**config.mk**
```make
export PLATFORM = sky130hd
export DESIGN_NAME = lvs_front
export DESIGN_NICKNAME = d
export VERILOG_FILES = /design/src/hw/rtl/lvs_pkg.sv /design/src/hw/rtl/lvs_front.sv
export SDC_FILE = /design/constraint.sdc
export NUM_CORES = 1
export LEC_CHECK = 0
export BUFFER_PORTS_ARGS = -buffer_cell sky130_fd_sc_hd__buf_2
export CELL_PAD_IN_SITES_DETAIL_PLACEMENT = 0
export CELL_PAD_IN_SITES_GLOBAL_PLACEMENT = 1
export CORE_MARGIN = 1.5
export CORE_UTILIZATION = 40
export DETAILED_ROUTE_END_ITERATION = 10
export PLACE_DENSITY_LB_ADDON = 0.1
export SLEW_MARGIN = 20
export SYNTH_ARGS = -nofsm -noshare
export SYNTH_HDL_FRONTEND = slang
export SYNTH_SLANG_ARGS = --single-unit
```
**constraint.sdc**
```tcl
create_clock -name clk -period 6 [get_ports clk]
set_clock_uncertainty 0.05 [all_clocks]
set_input_delay 0.3 -clock clk [delete_from_list [all_inputs] [get_ports clk]]
set_output_delay 0.3 -clock clk [all_outputs]
set_load 0.01 [all_outputs]
```
**src/hw/rtl/lvs_pkg.sv**
```systemverilog
// Shared types and constants for the Laplacian variance sharpness block.
// Used by lvs_front, lvs_queue, lvs_back and the top level.
// No dependencies.
`timescale 1ns / 1ps

package lvs_pkg;

  // Default configuration and parameter values.
  localparam int MAX_HALF_WIDTH_DEF = 1920;
  localparam int GREY_FRAC_BITS_DEF = 8;
  localparam logic [11:0] FULL_WIDTH_RST  = 12'd1920;
  localparam logic [12:0] FULL_HEIGHT_RST = 13'd1080;

  // Field widths fixed by the interface.
  localparam int COL_W   = 12;
  localparam int ROW_W   = 13;
  localparam int X_W     = COL_W - 1;
  localparam int Y_W     = ROW_W - 1;
  localparam int CFG_W   = 13;
  localparam int VAR_W   = 36;
  localparam int COUNT_W = 24;
  localparam int SUM_W   = 64;
  localparam int WIDE_W  = 128;
  localparam int Q_DEPTH = 8;

  // Configuration register indexes.
  typedef enum logic {
    REG_FULL_WIDTH  = 1'b0,
    REG_FULL_HEIGHT = 1'b1
  } cfg_reg_t;

  // Result status codes.
  localparam logic STATUS_OK      = 1'b0;
  localparam logic STATUS_BAD_DIM = 1'b1;

  // Control part of one queued point.
  typedef struct packed {
    logic           is_point;
    logic           frame_end;
    logic           dims_ok;
    logic           y_ge2;
    logic           row_last;
    logic [X_W-1:0] x;
  } pt_ctrl_t;

  // Luma weight rounded from thousandths to the given fraction bits.
  function automatic int unsigned luma_weight(input int unsigned milli,
                                              input int unsigned frac);
    return ((milli << frac) * 2 + 1000) / 2000;
  endfunction

endpackage

```
**src/hw/rtl/lvs_front.sv**
```systemverilog
// Front part: configuration registers, raster position, decimation and grey.
// Depends on lvs_pkg.
`timescale 1ns / 1ps

module lvs_front #(
  parameter int MAX_HALF_WIDTH = lvs_pkg::MAX_HALF_WIDTH_DEF,
  parameter int GREY_FRAC_BITS = lvs_pkg::GREY_FRAC_BITS_DEF
) (
  input  logic                         clk,
  input  logic                         rst,
  input  logic                         cfg_write,
  input  logic                         cfg_index,
  input  logic [lvs_pkg::CFG_W-1:0]    cfg_data,
  input  logic                         in_valid,
  output logic                         in_ready,
  input  logic [7:0]                   red,
  input  logic [7:0]                   green,
  input  logic [7:0]                   blue,
  input  logic                         q_full,
  output logic                         q_push,
  output lvs_pkg::pt_ctrl_t            q_ctrl,
  output logic [GREY_FRAC_BITS+8:0]    q_grey
);

  localparam int GREY_W = GREY_FRAC_BITS + 9;
  localparam int XW = lvs_pkg::X_W;
  localparam int YW = lvs_pkg::Y_W;
  localparam int unsigned WR = lvs_pkg::luma_weight(299, GREY_FRAC_BITS);
  localparam int unsigned WG = lvs_pkg::luma_weight(587, GREY_FRAC_BITS);
  localparam int unsigned WB = lvs_pkg::luma_weight(114, GREY_FRAC_BITS);

  logic [lvs_pkg::COL_W-1:0] frame_width;
  logic [lvs_pkg::ROW_W-1:0] frame_height;
  logic [lvs_pkg::COL_W-1:0] column_pos;
  logic [lvs_pkg::ROW_W-1:0] row_pos;

  logic [XW-1:0] half_w;
  logic [YW-1:0] half_h;
  logic [XW-1:0] x;
  logic [YW-1:0] y;
  logic          dims_ok;
  logic          take;
  logic          row_end;
  logic          frame_end;
  logic          accept;

  // Configuration writes.
  always_ff @(posedge clk) begin
    if (rst) begin
      frame_width  <= lvs_pkg::FULL_WIDTH_RST;
      frame_height <= lvs_pkg::FULL_HEIGHT_RST;
    end else if (cfg_write) begin
      unique case (lvs_pkg::cfg_reg_t'(cfg_index))
        lvs_pkg::REG_FULL_WIDTH:  frame_width  <= cfg_data[lvs_pkg::COL_W-1:0];
        lvs_pkg::REG_FULL_HEIGHT: frame_height <= cfg_data[lvs_pkg::ROW_W-1:0];
        default: ;
      endcase
    end
  end

  // Decimated size, position and classification of the current item.
  always_comb begin
    half_w    = frame_width[lvs_pkg::COL_W-1:1];
    half_h    = frame_height[lvs_pkg::ROW_W-1:1];
    x         = column_pos[lvs_pkg::COL_W-1:1];
    y         = row_pos[lvs_pkg::ROW_W-1:1];
    dims_ok   = (half_w >= XW'(3)) && (half_h >= YW'(3)) &&
                (32'(half_w) <= 32'(MAX_HALF_WIDTH));
    take      = dims_ok && !column_pos[0] && !row_pos[0] &&
                (x < half_w) && (y < half_h);
    row_end   = ({1'b0, column_pos} + 13'd1) >= {1'b0, frame_width};
    frame_end = row_end && (({1'b0, row_pos} + 14'd1) >= {1'b0, frame_height});
  end

  assign in_ready = !q_full;
  assign accept   = in_valid && in_ready;
  assign q_push   = accept && (take || frame_end);

  // Queue entry for a point or a frame end.
  always_comb begin
    q_ctrl.is_point  = take;
    q_ctrl.frame_end = frame_end;
    q_ctrl.dims_ok   = dims_ok;
    q_ctrl.y_ge2     = (y >= YW'(2));
    q_ctrl.row_last  = ((x + XW'(1)) == half_w);
    q_ctrl.x         = x;
    q_grey           = GREY_W'(32'(red) * WR + 32'(green) * WG + 32'(blue) * WB);
  end

  // Raster position.
  always_ff @(posedge clk) begin
    if (rst) begin
      column_pos <= '0;
      row_pos    <= '0;
    end else if (accept) begin
      if (row_end) begin
        column_pos <= '0;
        row_pos    <= frame_end ? '0 : row_pos + lvs_pkg::ROW_W'(1);
      end else begin
        column_pos <= column_pos + lvs_pkg::COL_W'(1);
      end
    end
  end

endmodule

```
==> key figures <==
Run status
  • Status: finished, violations left
  • Failing checks: negative setup slack

Clocking
  • Root Driver: clkbuf_16
  • TritonCTS clock tree: built
  • Clk buf depth: 2
  • Clk sinks: 50
  • CTS buffer count: 5
  • Clock latency on the worst-skew pair: 300 ps
  • Worst-path clk slew: 70 ps
  • H-tree depth: 2

Worst hold path
  • Worst hold-check path type: in2reg

Setup path
  • R2R cell count: 13
  • CP max-delay cell: fa_2
  • Critical path depth in cells: 23
  • Largest stage delay on the critical path: 580 ps
  • Worst r2r src: row_pos[0]
  • CP required: 5650 ps
  • R2r endpoint: row_pos[0]
  • Worst setup SP type: input pin
  • Crit path from: green[4]
  • Critical Path Fanout Max: 3
  • FF-to-FF setup slack: 1940 ps
  • CP Class: in2out
  • Worst path bufs/invs: 8
  • WP data arrival: 5880 ps
  • Delay-heaviest family, CP: adder cells
  • CP cell instances: buf_2 -> ha_4 -> ha_1 -> inv_1 -> fa_1 -> fa_1 -> inv_2 -> ha_4 -> xnor2_2 -> fa_2 -> fa_1 -> inv_2 -> fa_2 -> fa_2 -> inv_2 -> ha_4 -> a2111oi_4 -> o21ai_2 -> a41oi_2 -> buf_4 -> buf_6 -> xnor2_2 -> buf_2
  • End of the critical path: q_grey[12]
  • Setup crit end kind: output pin

Route
  • Drt wl/cell: 16.3 um
  • DRC viols: 0
  • Pre-antenna DRT Iters: 4
  • Via density per instance: 5.27
  • Routed WL: 18.9 mm
  • Routed Antenna Nets: 0
  • DR iter-0 viols: between 200 and 250
  • Via count: 6,118

Layout
  • Fillers: 1,699
  • Final net count: 1,171
  • Antenna cells: 0
  • Layout cells sized above 1: 19.3%
  • Area growth from synthesis to layout: 17.2%

STA
  • Final WS setup: -226 ps
  • TNS Setup: -935 ps
  • # setup viols final: 6
  • Final Cycle Share: 104%
  • Slew Limit Fails: 0
  • Max Clock Freq: 0.161 GHz
  • Min Tclk post-route: just over 6000 ps
  • Worst-margin pin slew: 791 ps
  • Unrepaired setup endpoints after global routing: true
  • Final Hold Fails: 0
  • Max-Slew Margin vs Limit: between 40 and 50%

Synth
  • Mean Syn Cell Area: 8.39 um^2
  • Synthesis warning total: 0
  • Distinct cells, synth: 67
  • Post-Synthesis Cell Area: 7130 um^2
  • Syn nets: ~1,100
  • Post-synth EDFFs: 0
  • Post-Syn Instances: 849
  • Seq/Total Area, Yosys: 14.0%
  • Post-synthesis register bit count: 50
  • Top_reg_cell synth: dfxtp_1
  • FFs w/ async S/R, synth: 0%

Global route
  • Vias in the first global route: 6,474
  • Largest net degree at the start of global routing: 42
  • GRT Resource Usage Total: 21.7%
  • Antenna violations before repair: 0
  • First-pass GRT wire length: 31.6 mm
  • Grt ovf: 0

Floorplan
  • Die X: about 140 um
  • I/O pin cnt: between 70 and 80
  • Die Y: 136 um
  • Die area: 18,600 um^2
  • # rows: 48
  • Core area: 17,400 um^2
  • Starting Density: 41.1%

Job
  • Max_cap viols: 0

Placed design
  • PortBufs: 77
  • Routability cong.: approximately 0.82
  • Detail Placement HPWL: 15.5 mm
-- cells in the final DEF (no fill, tap or decap), drive strengths merged, types with 13 or more instances in the layout --
cell type and count:
a21o 13, nand2 85, nand3 26, fa 56, inv 126, nand4 13, dfxtp 50, ha 138
a21oi 61, o21ai 24, xor2 19, xnor2 32, nor3 15, buf 117, nor2 39
-- sequential cells by signal (all words and copies together) (netlist names) --
name          cells
row_pos          13
frame_width      12
column_pos       12
frame_height     13
-- area by class of cell --
| class | count | area, um^2 | area share, % |
|---|---|---|---|
| inverter | 127 | 479 | 5.74 |
| sequential | 50 | 1000 | 12.0 |
| tap | 225 | 282 | 3.37 |
| clock inverter | 2 | 37.5 | 0.450 |
| timing repair buffer | 117 | 712 | 8.53 |
| clock buffer | 6 | 129 | 1.54 |
| multi-input combinational | 633 | 5710 | 68.4 |
-- worst min path at each step --
stage / endpoint / depth (start not counted) / slack, ps / from
after global placement: frame_height[0] / 2 / 410 / frame_height[0]
after floorplan: frame_height[0] / 2 / 390 / cfg_data[0]
after CTS: frame_height[4] / 3 / 190 / cfg_data[4]
after global routing: frame_width[6] / 3 / 210 / cfg_data[6]
after detailed placement: frame_height[0] / 2 / 410 / frame_height[0]
final: frame_height[4] / 3 / 190 / cfg_data[4]
-- metrics by stage --
stage | cells | hold WS [ps] | util, % | instance area, um^2 | setup slack [ps]
after floorplan | 849 | 386 | - | 7230 | 1.53
after global placement | 1148 | 406 | 45.8 | 7950 | -356
after detailed placement | 1148 | 405 | 45.8 | 7950 | -450
after CTS | 1158 | 187 | 47.7 | 8290 | -263
after global routing | 1160 | 213 | 48.1 | 8350 | -419
final | 1160 | 191 | 48.1 | 8350 | -226
-- synthesized netlist by cell type (all sizes together), types with 5 or more instances --
library cell,n,share of area [%]
nand2,85,4.5
nand2b,8,0.70
inv,126,6.6
dfxtp,50,14
xnor2,32,3.9
nor4,8,0.70
a211oi,6,0.63
ha,138,24
buf,25,2.3
a21oi,61,4.3
and3,5,0.51
nor3,15,1.1
o211ai,9,0.95
clkbuf,14,0.76
o21ai,24,1.7
nor2,39,2.2
nand3,26,1.9
nand4,13,1.2
nor2b,10,0.88
a31oi,5,0.44
xor2,19,2.3
fa,56,16
and2,7,0.65
a21o,13,1.4
-- logic make-up after synthesis --
| family | share of synthesized area, % |
|---|---|
| simple gates | 16.1 |
| fa+ha+maj | 40.0 |
| buf+inv | 9.73 |
| compound gates | 13.8 |
| xor+xnor | 6.27 |
| flops | 14.0 |
| mux | 0.140 |
-- per-layer routing --
layer | GRT usage, % | wire, um
met5 | 0 | 0
met4 | 7.39 | 475
met3 | 1.94 | 673
met2 | 39.7 | 9710
met1 | 26.4 | 8080
-- worst reg2reg max path, stage by stage (launching register included) --
cell and delay, ps:
dfxtp_1 520, ha_1 290, nand3_1 210, nor2_1 400, and2_1 210, xnor2_1 150
ha_1 280, a21oi_1 180, o41ai_1 100, a31oi_1 150, o21ai_0 240, nor2_1 680
nand2_1 270, o31ai_1 240
-- what timing repair did --
item,4_1_cts,5_1_grt
hold buffers,0,0
pin swaps,32,17
resized for setup,30,10
setup buffers,3,2
endpoints found under the setup margin,8,8
Power is not shown: default switching activity piles up to over one toggle a cycle in this logic, so the estimate is an artifact.
