File: config.mk
export PLATFORM = sky130hd
export DESIGN_NAME = lvs_queue
export DESIGN_NICKNAME = d
export VERILOG_FILES = /design/src/hw/rtl/lvs_pkg.sv /design/src/hw/rtl/lvs_queue.sv
export SDC_FILE = /design/constraint.sdc
export NUM_CORES = 1
export LEC_CHECK = 0
export ABC_AREA = 1
export BUFFER_PORTS_ARGS = -buffer_cell sky130_fd_sc_hd__buf_4
export CORE_AREA = 2 2 84 166
export DETAILED_ROUTE_END_ITERATION = 8
export DIE_AREA = 0 0 86 168
export GPL_ROUTABILITY_DRIVEN = 1
export HOLD_SLACK_MARGIN = 0.12
export PLACE_DENSITY = 0.71
export SYNTH_ARGS = -nofsm -noshare
export SYNTH_HDL_FRONTEND = slang
export SYNTH_SLANG_ARGS = --single-unit
File: constraint.sdc
create_clock -name clk -period 2.5 [get_ports clk]
set_input_delay 0.375 -clock clk [delete_from_list [all_inputs] [get_ports clk]]
set_output_delay 0.375 -clock clk [all_outputs]
set_load 0.01 [all_outputs]
File: src/hw/rtl/lvs_pkg.sv
// Shared types and constants for the Laplacian variance sharpness block.
// Used by lvs_front, lvs_queue, lvs_back and the top level.
// No dependencies.
`timescale 1ns / 1ps

package lvs_pkg;

  // Default configuration and parameter values.
  localparam int MAX_HALF_WIDTH_DEF = 1920;
  localparam int GREY_FRAC_BITS_DEF = 8;
  localparam logic [11:0] FULL_WIDTH_RST  = 12'd1920;
  localparam logic [12:0] FULL_HEIGHT_RST = 13'd1080;

  // Field widths fixed by the interface.
  localparam int COL_W   = 12;
  localparam int ROW_W   = 13;
  localparam int X_W     = COL_W - 1;
  localparam int Y_W     = ROW_W - 1;
  localparam int CFG_W   = 13;
  localparam int VAR_W   = 36;
  localparam int COUNT_W = 24;
  localparam int SUM_W   = 64;
  localparam int WIDE_W  = 128;
  localparam int Q_DEPTH = 8;

  // Configuration register indexes.
  typedef enum logic {
    REG_FULL_WIDTH  = 1'b0,
    REG_FULL_HEIGHT = 1'b1
  } cfg_reg_t;

  // Result status codes.
  localparam logic STATUS_OK      = 1'b0;
  localparam logic STATUS_BAD_DIM = 1'b1;

  // Control part of one queued point.
  typedef struct packed {
    logic           is_point;
    logic           frame_end;
    logic           dims_ok;
    logic           y_ge2;
    logic           row_last;
    logic [X_W-1:0] x;
  } pt_ctrl_t;

  // Luma weight rounded from thousandths to the given fraction bits.
  function automatic int unsigned luma_weight(input int unsigned milli,
                                              input int unsigned frac);
    return ((milli << frac) * 2 + 1000) / 2000;
  endfunction

endpackage

File: src/hw/rtl/lvs_queue.sv
// Small register queue between the front and back parts.
// Depends on lvs_pkg for the default depth.
`timescale 1ns / 1ps

module lvs_queue #(
  parameter int W     = 16,
  parameter int DEPTH = lvs_pkg::Q_DEPTH
) (
  input  logic         clk,
  input  logic         rst,
  input  logic         push,
  input  logic [W-1:0] push_data,
  input  logic         pop,
  output logic [W-1:0] head_data,
  output logic         full,
  output logic         empty
);

  localparam int PW = $clog2(DEPTH);

  logic [W-1:0] slots [DEPTH];
  logic [PW-1:0] wr_ptr;
  logic [PW-1:0] rd_ptr;
  logic [PW:0]   fill;

  assign full      = (fill == (PW+1)'(DEPTH));
  assign empty     = (fill == '0);
  assign head_data = slots[rd_ptr];

  // Storage for queued items.
  always_ff @(posedge clk) begin
    if (push) begin
      slots[wr_ptr] <= push_data;
    end
  end

  // Pointers and fill level.
  always_ff @(posedge clk) begin
    if (rst) begin
      wr_ptr <= '0;
      rd_ptr <= '0;
      fill   <= '0;
    end else begin
      if (push) begin
        wr_ptr <= (wr_ptr == PW'(DEPTH - 1)) ? '0 : wr_ptr + PW'(1);
      end
      if (pop) begin
        rd_ptr <= (rd_ptr == PW'(DEPTH - 1)) ? '0 : rd_ptr + PW'(1);
      end
      if (push && !pop) begin
        fill <= fill + (PW+1)'(1);
      end else if (pop && !push) begin
        fill <= fill - (PW+1)'(1);
      end
    end
  end

endmodule

==> impl_metrics.yaml, run 1 <==
die:
  die_width_um: 86
  pin_count: 38
  die_y_um: 168
  die-area_mm2: 0.0144
  core_area_mm2: 0.0133
  rows: 60
  initial_core_util_pct: 43.5
sta:
  finalSetupViolCount: 0
  finalMaxSlewViolations: 0
  timing.final.crit_share_pct: 87.3
  fmax_ghz: 0.458
  rsz0062_at_grt: "false"
  setup_slack_ns: 0.318
  final.setup.tns_ns: 0
  hold_violations: 0
  fin_worst_skew_ns: 0.00645
  slew_headroom_pct: 57.1
  min_period_ns: 2.18
  hold_slack_ns: 0.188
  tightest_slew_ns: 0.643
clock_network:
  insertion_delay_ns: 0.41
  clockBufferDepth: 2
  post_cts_buffers: 0
  cts_tree: "done"
  ctsHoldBuffers: 0
  cts.sinks: 141
  numCtsBuffers: 17
  root_buffer: "clkbuf_16"
  post_cts_resized: 0
  clkSlewWorstSetupHoldPaths_ns: 0.06
  ctsHtreeMaxLevel: 4
worst_setup_path:
  critPathSlowestCell: "inv_2"
  cp-endpoint: "head_data[3]"
  endpoint_kind: "output port"
  start_kind: "register"
  reg2reg_from: "rd_ptr[0]"
  critical-path-max-stage-delay_ns: 0.47
  crit_chain: "inv_2 -> nor2_1 -> o21ai_1 -> nand2_1 -> nand2_1 -> nand2_1 -> buf_4"
  r2r_slack_ns: 1.19
  crit_top_cell: "nand2_1"
  path_max_fanout: 32
  crit_arrival_ns: 1.81
  crit_required_ns: 2.12
  r2r_cells: 5
  criticalPathCategory: "reg2out"
grt:
  antenna_found_initial: 0
  grt_pass1_vias: 3600
  gr-total-overflow: 0
  grt_usage_pct: 17.2
  grt_max_degree: 35
  met1_usage_pct: 21.2
  grt.busiest_layer: "met2"
  grt_first_pass_wirelength_mm: 18.5
  grt_use_met2_pct: 29.2
  grtUsageMet3_pct: 4.02
power_and_ir_drop:
  power_mw: 5.98
  ir_drop_v: 0.000540
  total_leakage_power_nw: 2.65
  power_density_mw_per_mm2: 871
placed_design:
  hpwlAfterDp_mm: 6.65
  place.gp.congestion: 0.732
  port_buffers: 37
  dpl_worst_slack_ns: 0.769
logic_synthesis:
  yosys_warnings: 0
  yosysSeqAreaShare_pct: 71.0
  netlist_instances: 516
  synth_area_mm2: 0.00578
  yosys.cell_types.count: 21
  ys_ff_latch: 141
  syn_avg_cell_area_um2: 11.2
  synth_nets: 544
detailed_routing:
  via_count: 3797
  drt-pass1-iter-count: 5
  vias_per_cell: 5.17
  postRouteAntennaNets: 0
  drt_first_iter_violations: 275
  wire_per_inst_um: 16.4
  drc: 0
  totalWireLength_mm: 12.0
outcome:
  status: "finished clean"
cells_and_area:
  area_growth_pct: 18.9
  layout_common_cells: "144 x nor2_1, 128 x edfxtp_1, 98 x nand2_1, 60 x o21ai_1, 54 x buf_4"
  drive_above_1_share_pct: 15.2
  fin_nets: 594
  final_common_cell: "nor2_1"
  n_antenna_cell: 0
  fin_util_pct: 51.7
min_path:
  min_from: "rst"
  hold_class: "in2reg"
flow_run:
  max-cap-violations: 0
power breakdown:
group          switching (mW)  internal, mW
clock network           0.946          1.77
logic                   0.362         0.221
registers              0.0320          2.65
total                    1.34          4.64
per-stage QoR:
stage	std cells	cell area (um^2)
global route	734	6870
detailed placement	702	6220
CTS	734	6870
finish	734	6870
global placement	702	6220
floorplan	516	5780
cell usage after synthesis:
| master | number | area [um^2] |
|---|---|---|
| buf_1 | 1 | 3.75 |
| o21ai_1 | 60 | 300 |
| clkbuf_1 | 1 | 3.75 |
| or2_1 | 2 | 12.5 |
| dfxtp_1 | 13 | 260 |
| ha_1 | 7 | 87.6 |
| nand2_1 | 98 | 368 |
| nand3_1 | 4 | 20.0 |
| fa_1 | 1 | 20.0 |
| nor2_1 | 144 | 541 |
| xor2_1 | 2 | 17.5 |
| buf_2 | 13 | 65.1 |
| edfxtp_1 | 128 | 3840 |
| inv_2 | 4 | 15.0 |
| a211oi_1 | 1 | 7.51 |
| nor3_1 | 2 | 10.0 |
| o21ai_0 | 8 | 40.0 |
| buf_4 | 2 | 15.0 |
| inv_1 | 13 | 48.8 |
| a21oi_1 | 6 | 30.0 |
| buf_6 | 6 | 67.6 |
state kept, by name, summed over array words and instances, names as in the netlist, named ones only:
| register | flops |
|---|---|
| slots | 128 |
| fill | 4 |
| rd_ptr | 3 |
| wr_ptr | 3 |
cell type report:
cell class,count,area [um^2]
multi-input cells,335,1450
clock inverters,14,215
flip-flops and latches,141,4110
repair buffers,54,405
clock buffers,18,429
inverters,17,63.8
fillers,1112,6420
well taps,155,194
worst min path at each step:
| stage | end | slack (ns) | cells past startpoint |
|---|---|---|---|
| 2_1_floorplan | wr_ptr[1] | 0.44 | 1 |
| 3_3_place_gp | wr_ptr[0] | 0.48 | 2 |
| 3_5_place_dp | wr_ptr[0] | 0.49 | 2 |
| 4_1_cts | slots[4][9] | 0.17 | 1 |
| 5_1_grt | slots[1][10] | 0.18 | 1 |
| 6_report | wr_ptr[1] | 0.19 | 2 |
layer usage:
| metal | vias up | part of all wire (%) |
|---|---|---|
| met1 | 1813 | 40 |
| met2 | 126 | 53 |
| met3 | 11 | 5.9 |
| met5 | - | 0 |
| li1 | 1847 | - |
| met4 | 0 | 1.1 |
critical path, delay by kind of cell, from the launching register on:
kind                   cells  cell delay (ns)
buffers and inverters      2             0.62
and+or+nand+nor            4             0.33
DFF                        1             0.31
AOI/OAI and AO/OA          1             0.11
logic make-up (layout without fill, tap and decap cells):
group	count (synthesis)	in the layout	synth area share, %
fa+ha+maj	8	8	1.86
simple gates	250	250	16.5
buf+inv	40	103	3.79
flops	141	141	71.0
compound gates	75	75	6.54
xor+xnor	2	2	0.303
Power figures use the tool's default switching activity.
==> inputs of run 2 (changes only) <==
--- a/config.mk
+++ b/config.mk
@@ -5,12 +5,13 @@
 export SDC_FILE = /design/constraint.sdc
 export NUM_CORES = 1
 export LEC_CHECK = 0
-export ABC_AREA = 1
 export BUFFER_PORTS_ARGS = -buffer_cell sky130_fd_sc_hd__buf_4
-export CORE_AREA = 2 2 84 166
+export CORE_AREA = 2 2 82 163
+export CTS_CLUSTER_SIZE = 28
 export DETAILED_ROUTE_END_ITERATION = 8
-export DIE_AREA = 0 0 86 168
+export DIE_AREA = 0 0 84 165
 export GPL_ROUTABILITY_DRIVEN = 1
+export GPL_TIMING_DRIVEN = 0
 export HOLD_SLACK_MARGIN = 0.12
 export PLACE_DENSITY = 0.71
 export SYNTH_ARGS = -nofsm -noshare
==> impl_metrics.yaml, run 2 <==
logic_synthesis:
  yosys-top-cells-count: "128 x edfxtp_1, 28 x mux4_1, 21 x nor2_1"
  synth_enable_flop_cells: 128
  yosys_warnings: 0
  ys_ff_latch: 141
  yosys.cell_types.count: 26
  synth_nets: 288
  syn_avg_cell_area_um2: 21.4
  netlist_instances: 260
  synth_top_area_share_pct: 69.2
  synth.area.top_cells: "edfxtp_1 69%, mux4_1 13%, dfxtp_1 4.7%"
  yosysMostFrequentCell: "edfxtp_1"
  synth_area_mm2: 0.00556
  synthArstFlopShare_pct: 0
  yosysSeqAreaShare_pct: 73.8
  yosysTopAreaCell: "edfxtp_1"
  synth-main-ff-cell: "edfxtp_1"
sta:
  timing.final.crit_share_pct: 96.9
  rsz0062_at_grt: "true"
  setup_slack_ns: 0.0774
  hold_violations: 0
  finalSetupViolCount: 0
  final.setup.tns_ns: 0
  slew_headroom_pct: 34.2
  tightest_slew_ns: 0.982
  fmax_ghz: 0.413
  fin_worst_skew_ns: 0.00953
  min_period_ns: 2.42
  finalMaxSlewViolations: 0
die:
  die_width_um: 84
  die-area_mm2: 0.0139
  core_area_mm2: 0.0126
  rows: 58
  pin_count: 38
  initial_core_util_pct: 44.3
  die_y_um: 165
detailed_routing:
  wire_per_inst_um: 21.0
  via_count: 2629
  drc: 0
  postRouteAntennaNets: 0
  totalWireLength_mm: 10.2
  vias_per_cell: 5.40
  drt_first_iter_violations: 203
  drt-pass1-iter-count: 6
placed_design:
  place_area_mm2: 0.00617
  place.gp.congestion: 0.739
  hpwlAfterDp_mm: 6.67
  placed_cells: 455
  dpl_worst_slack_ns: 0.321
  port_buffers: 37
power_and_ir_drop:
  ir_drop_v: 0.000451
  total_leakage_power_nw: 2.32
  power_density_mw_per_mm2: 804
  power_mw: 5.40
grt:
  grt_max_degree: 17
  antenna_found_initial: 0
  grt_usage_pct: 15.9
  grt_first_pass_wirelength_mm: 15.8
  gr-total-overflow: 0
  grt_pass1_vias: 2876
worst_setup_path:
  endpoint_kind: "output port"
  crit_arrival_ns: 2.05
  r2r_slack_ns: 0.55
  path_max_fanout: 10
  crit_required_ns: 2.12
  start_kind: "register"
  criticalPathCategory: "reg2out"
min_path:
  hold_class: "in2reg"
cells_and_area:
  regMostFlops: "slots"
  final_common_cell: "edfxtp_1"
  layout_common_cells: "128 x edfxtp_1, 37 x buf_4, 28 x mux4_1, 17 x mux2_2, 17 x clkbuf_16"
  fin_area_mm2: 0.00673
  drive_above_1_share_pct: 33.8
  largest_reg_flops: 128
  fin_nets: 352
  area_growth_pct: 21.0
  regArea_mm2: 0.00410
  final_cells: 487
  n_antenna_cell: 0
  n_fill_cell: 966
  multi_input_area_mm2: 0.00140
  reg_top3: "slots: 128 flops, fill: 4 flops"
clock_network:
  root_buffer: "clkbuf_16"
  numCtsBuffers: 17
  cts_tree: "done"
  ctsHoldBuffers: 0
  clockBufferDepth: 2
  insertion_delay_ns: 0.41
  clkSlewWorstSetupHoldPaths_ns: 0.06
  cts.sinks: 141
  ctsHtreeMaxLevel: 4
outcome:
  status: "finished clean"
flow_run:
  max-cap-violations: 0
-- run 2: cell count changes in the layout (fill, tap and decap cells not counted), moves of 8 or more --
cell / delta
o21ai_1: -60
buf_8: +8
mux2_2: +17
o21ai_0: -8
mux4_1: +28
inv_1: -10
buf_4: -17
nor2_1: -129
nand2_1: -94
-- run 2: area by class of cell --
| cell class | instances | share of cell area, % |
|---|---|---|
| inverters | 3 | 0.167 |
| flip-flops and latches | 141 | 61.0 |
| multi-input cells | 105 | 20.7 |
| well taps | 150 | 2.79 |
| clock inverters | 14 | 1.82 |
| repair buffers | 45 | 5.92 |
| clock buffers | 18 | 6.38 |
| plain buffers | 11 | 1.15 |
-- run 2: power breakdown --
part           internal, mW  switching, mW  leakage (nW)  total [mW]
Combinational         0.227          0.206         0.807       0.433
Sequential             2.63         0.0316          1.27        2.67
Clock                  1.36          0.943         0.246        2.31
Total                  4.22           1.18          2.32        5.40
-- run 2: kinds of logic (layout without fill, tap and decap cells) --
family,Yosys count,count (layout),share of synthesized area (%)
simple gates,35,35,2.77
fa+ha+maj,8,8,1.94
buf+inv,14,91,1.51
compound gates,8,8,0.788
xor+xnor,2,2,0.315
mux,52,52,18.8
flops,141,141,73.8
-- run 2: metrics by stage --
stage | hold WS (ns) | util, %
detailed placement | 0.538 | 49.1
CTS | 0.185 | 53.6
global placement | 0.511 | 48.0
finish | 0.192 | 53.6
global route | 0.184 | 53.6
floorplan | 0.474 | -
-- run 2: metal layers --
layer | share of wire, % | track usage [%]
met3 | 4.6 | 4.35
met1 | 36 | 16.6
met2 | 58 | 29.9
met4 | 0.74 | 6.16
met5 | 0 | 0
-- run 2: repair_timing --
action | in CTS | in global routing
setup endpoints to repair | 16 | 2
buffers inserted | 0 | 0
resized for setup | 4 | 0
-- run 2: worst max-delay path, cell delays in order (launching register included) --
cell,delay [ns]
dfxtp_1,0.32
buf_6,0.13
buf_6,0.18
mux4_1,0.59
mux2_2,0.28
buf_4,0.14
-- run 2: worst paths after layout --
path / startpoint / to / cells past startpoint
max reg2reg: wr_ptr[0] / slots[0][0] / 3
min: push_data[10] / slots[1][10] / 1
min reg2reg: wr_ptr[0] / wr_ptr[0] / 2
max: register / head_data[3] / 5
==> inputs of run 3 (changes only) <==
--- a/config.mk
+++ b/config.mk
@@ -5,11 +5,12 @@
 export SDC_FILE = /design/constraint.sdc
 export NUM_CORES = 1
 export LEC_CHECK = 0
+export ABC_AREA = 1
 export BUFFER_PORTS_ARGS = -buffer_cell sky130_fd_sc_hd__buf_4
-export CORE_AREA = 2 2 82 163
+export CORE_AREA = 2 2 84 166
 export CTS_CLUSTER_SIZE = 28
 export DETAILED_ROUTE_END_ITERATION = 8
-export DIE_AREA = 0 0 84 165
+export DIE_AREA = 0 0 86 168
 export GPL_ROUTABILITY_DRIVEN = 1
 export GPL_TIMING_DRIVEN = 0
 export HOLD_SLACK_MARGIN = 0.12
==> impl_metrics.yaml, run 3 (synthesized netlist as in run 1, its figures left out) <==
sta:
  final.setup.tns_ns: 0
  finalMaxSlewViolations: 0
  fin_worst_skew_ns: 0.00511
  hold_violations: 0
  fmax_ghz: 0.436
  slew_headroom_pct: 30.2
  rsz0062_at_grt: "false"
  tightest_slew_ns: 1.05
  finalSetupViolCount: 0
  min_period_ns: 2.29
  setup_slack_ns: 0.206
  timing.final.crit_share_pct: 91.7
detailed_routing:
  drc: 0
  via_count: 3865
  totalWireLength_mm: 13.0
  vias_per_cell: 5.19
  wire_per_inst_um: 17.5
  postRouteAntennaNets: 0
  drt-pass1-iter-count: 5
  drt_first_iter_violations: 309
cells_and_area:
  largest_reg_flops: 128
  multi_input_area_mm2: 0.00147
  n_fill_cell: 1120
  regArea_mm2: 0.00410
  n_antenna_cell: 0
  layout_common_cells: "136 x nor2_1, 128 x edfxtp_1, 98 x nand2_1, 60 x o21ai_1, 39 x buf_4"
  final_cells: 744
  drive_above_1_share_pct: 17.5
  area_growth_pct: 20.6
  reg_top3: "slots: 128 flops, fill: 4 flops"
  fin_nets: 604
  final_common_cell: "nor2_1"
  regMostFlops: "slots"
die:
  core_area_mm2: 0.0133
  die_width_um: 86
  rows: 60
  initial_core_util_pct: 43.5
  die_y_um: 168
  die-area_mm2: 0.0144
  pin_count: 38
worst_setup_path:
  crit_required_ns: 2.12
  critPathSlowestCell: "clkbuf_1"
  endpoint_kind: "output port"
  critical-path-max-stage-delay_ns: 0.52
  crit_arrival_ns: 1.92
  path_max_fanout: 10
  criticalPathCategory: "reg2out"
  crit_chain: "buf_2 -> inv_2 -> clkbuf_1 -> nand2_1 -> nand2_1 -> buf_4"
  r2r-end: "slots[5][12]"
  crit_top_cell: "nand2_1"
  r2r_slack_ns: 0.69
  r2r_cells: 2
  start_kind: "register"
  reg2reg_from: "wr_ptr[0]"
placed_design:
  place.gp.congestion: 0.797
  placed_cells: 712
  port_buffers: 37
  hpwlAfterDp_mm: 8.10
  dpl_worst_slack_ns: 0.568
power_and_ir_drop:
  power_mw: 5.97
  ir_drop_v: 0.000712
  p_switching_mw: 1.33
  power_density_mw_per_mm2: 857
  pwr-share-comb_pct: 10.7
  p_int_mw: 4.64
  swShare_pct: 22.3
  power.share.clock_pct: 44.4
  seqPwrFrac_pct: 44.9
  total_leakage_power_nw: 2.70
clock_network:
  clockBufferDepth: 2
  cts_tree: "done"
  numCtsBuffers: 17
  root_buffer: "clkbuf_16"
  post_cts_buffers: 0
  ctsHoldBuffers: 0
  insertion_delay_ns: 0.41
  cts.sinks: 141
  ctsHtreeMaxLevel: 4
  clkSlewWorstSetupHoldPaths_ns: 0.06
  post_cts_resized: 0
grt:
  gr-total-overflow: 0
  grt_usage_pct: 18.9
  grt_max_degree: 17
  antenna_found_initial: 0
  grt_first_pass_wirelength_mm: 20.1
  grt_pass1_vias: 3837
min_path:
  min_delay_path_depth: 2
  hold_end: "fill[0]"
  min_from: "rst"
  hold_class: "in2reg"
flow_run:
  max-cap-violations: 0
outcome:
  status: "finished clean"
run 3: cell types whose count changed in the layout (fill, tap and decap cells not counted), moves of 5 or more:
cell        before  now
nor2_1          15  136
nand2_1          4   98
o21ai_1          0   60
mux4_1          28    0
mux2_2          17    0
buf_2            3   13
inv_1            3   13
o21ai_0          0    8
clkinvlp_4       8    2
buf_8            8    3
run 3: area by class of cell:
| class | instances | share of cell area (%) |
|---|---|---|
| flip-flops and latches | 141 | 58.9 |
| multi-input cells | 335 | 21.2 |
| clock buffers | 17 | 6.11 |
| repair buffers | 41 | 5.03 |
| clock inverters | 15 | 2.89 |
| well taps | 155 | 2.78 |
| plain buffers | 23 | 2.23 |
| inverters | 17 | 0.916 |
run 3: layer usage:
metal | global-route usage [%] | wire [um] | vias up
met5 | 0 | 0 | -
met4 | 6.42 | 198 | 0
met3 | 4.80 | 733 | 18
met2 | 31.9 | 6760 | 135
met1 | 23.3 | 5350 | 1846
li1 | - | - | 1866
run 3: power by group through the flow:
stage               logic (mW)  registers, mW  clock network (mW)
floorplan                0.370           2.72                   0
global placement         0.602           2.73                   0
detailed placement       0.638           2.73                   0
CTS                      0.643           2.68                2.68
global route             0.713           2.69                2.76
finish                   0.639           2.68                2.65
run 3: worst max-delay path by stage:
stage / slack (ns) / to / start / depth (start not counted)
3_5_place_dp: 0.57 / slots[5][8] / push / 3
4_1_cts: 0.18 / head_data[10] / register / 6
6_report: 0.21 / head_data[10] / register / 6
5_1_grt: 0.07 / head_data[9] / register / 6
2_1_floorplan: 0.92 / slots[1][0] / push / 2
3_3_place_gp: 0.09 / slots[1][11] / push / 3
run 3: per-stage QoR:
stage                     area, um^2  utilization (%)  hold slack (ns)
after floorplan                 5780                -            0.444
after global placement          6250             47.0            0.477
after detailed placement        6340             47.7            0.486
after CTS                       6970             52.4            0.174
after global routing            6970             52.4            0.179
final                           6970             52.4            0.186
run 3: critical path, delay by kind of cell (launching register included):
family	cells	cell delay, ns
buf+inv	4	0.98
flops	1	0.29
simple gates	2	0.24
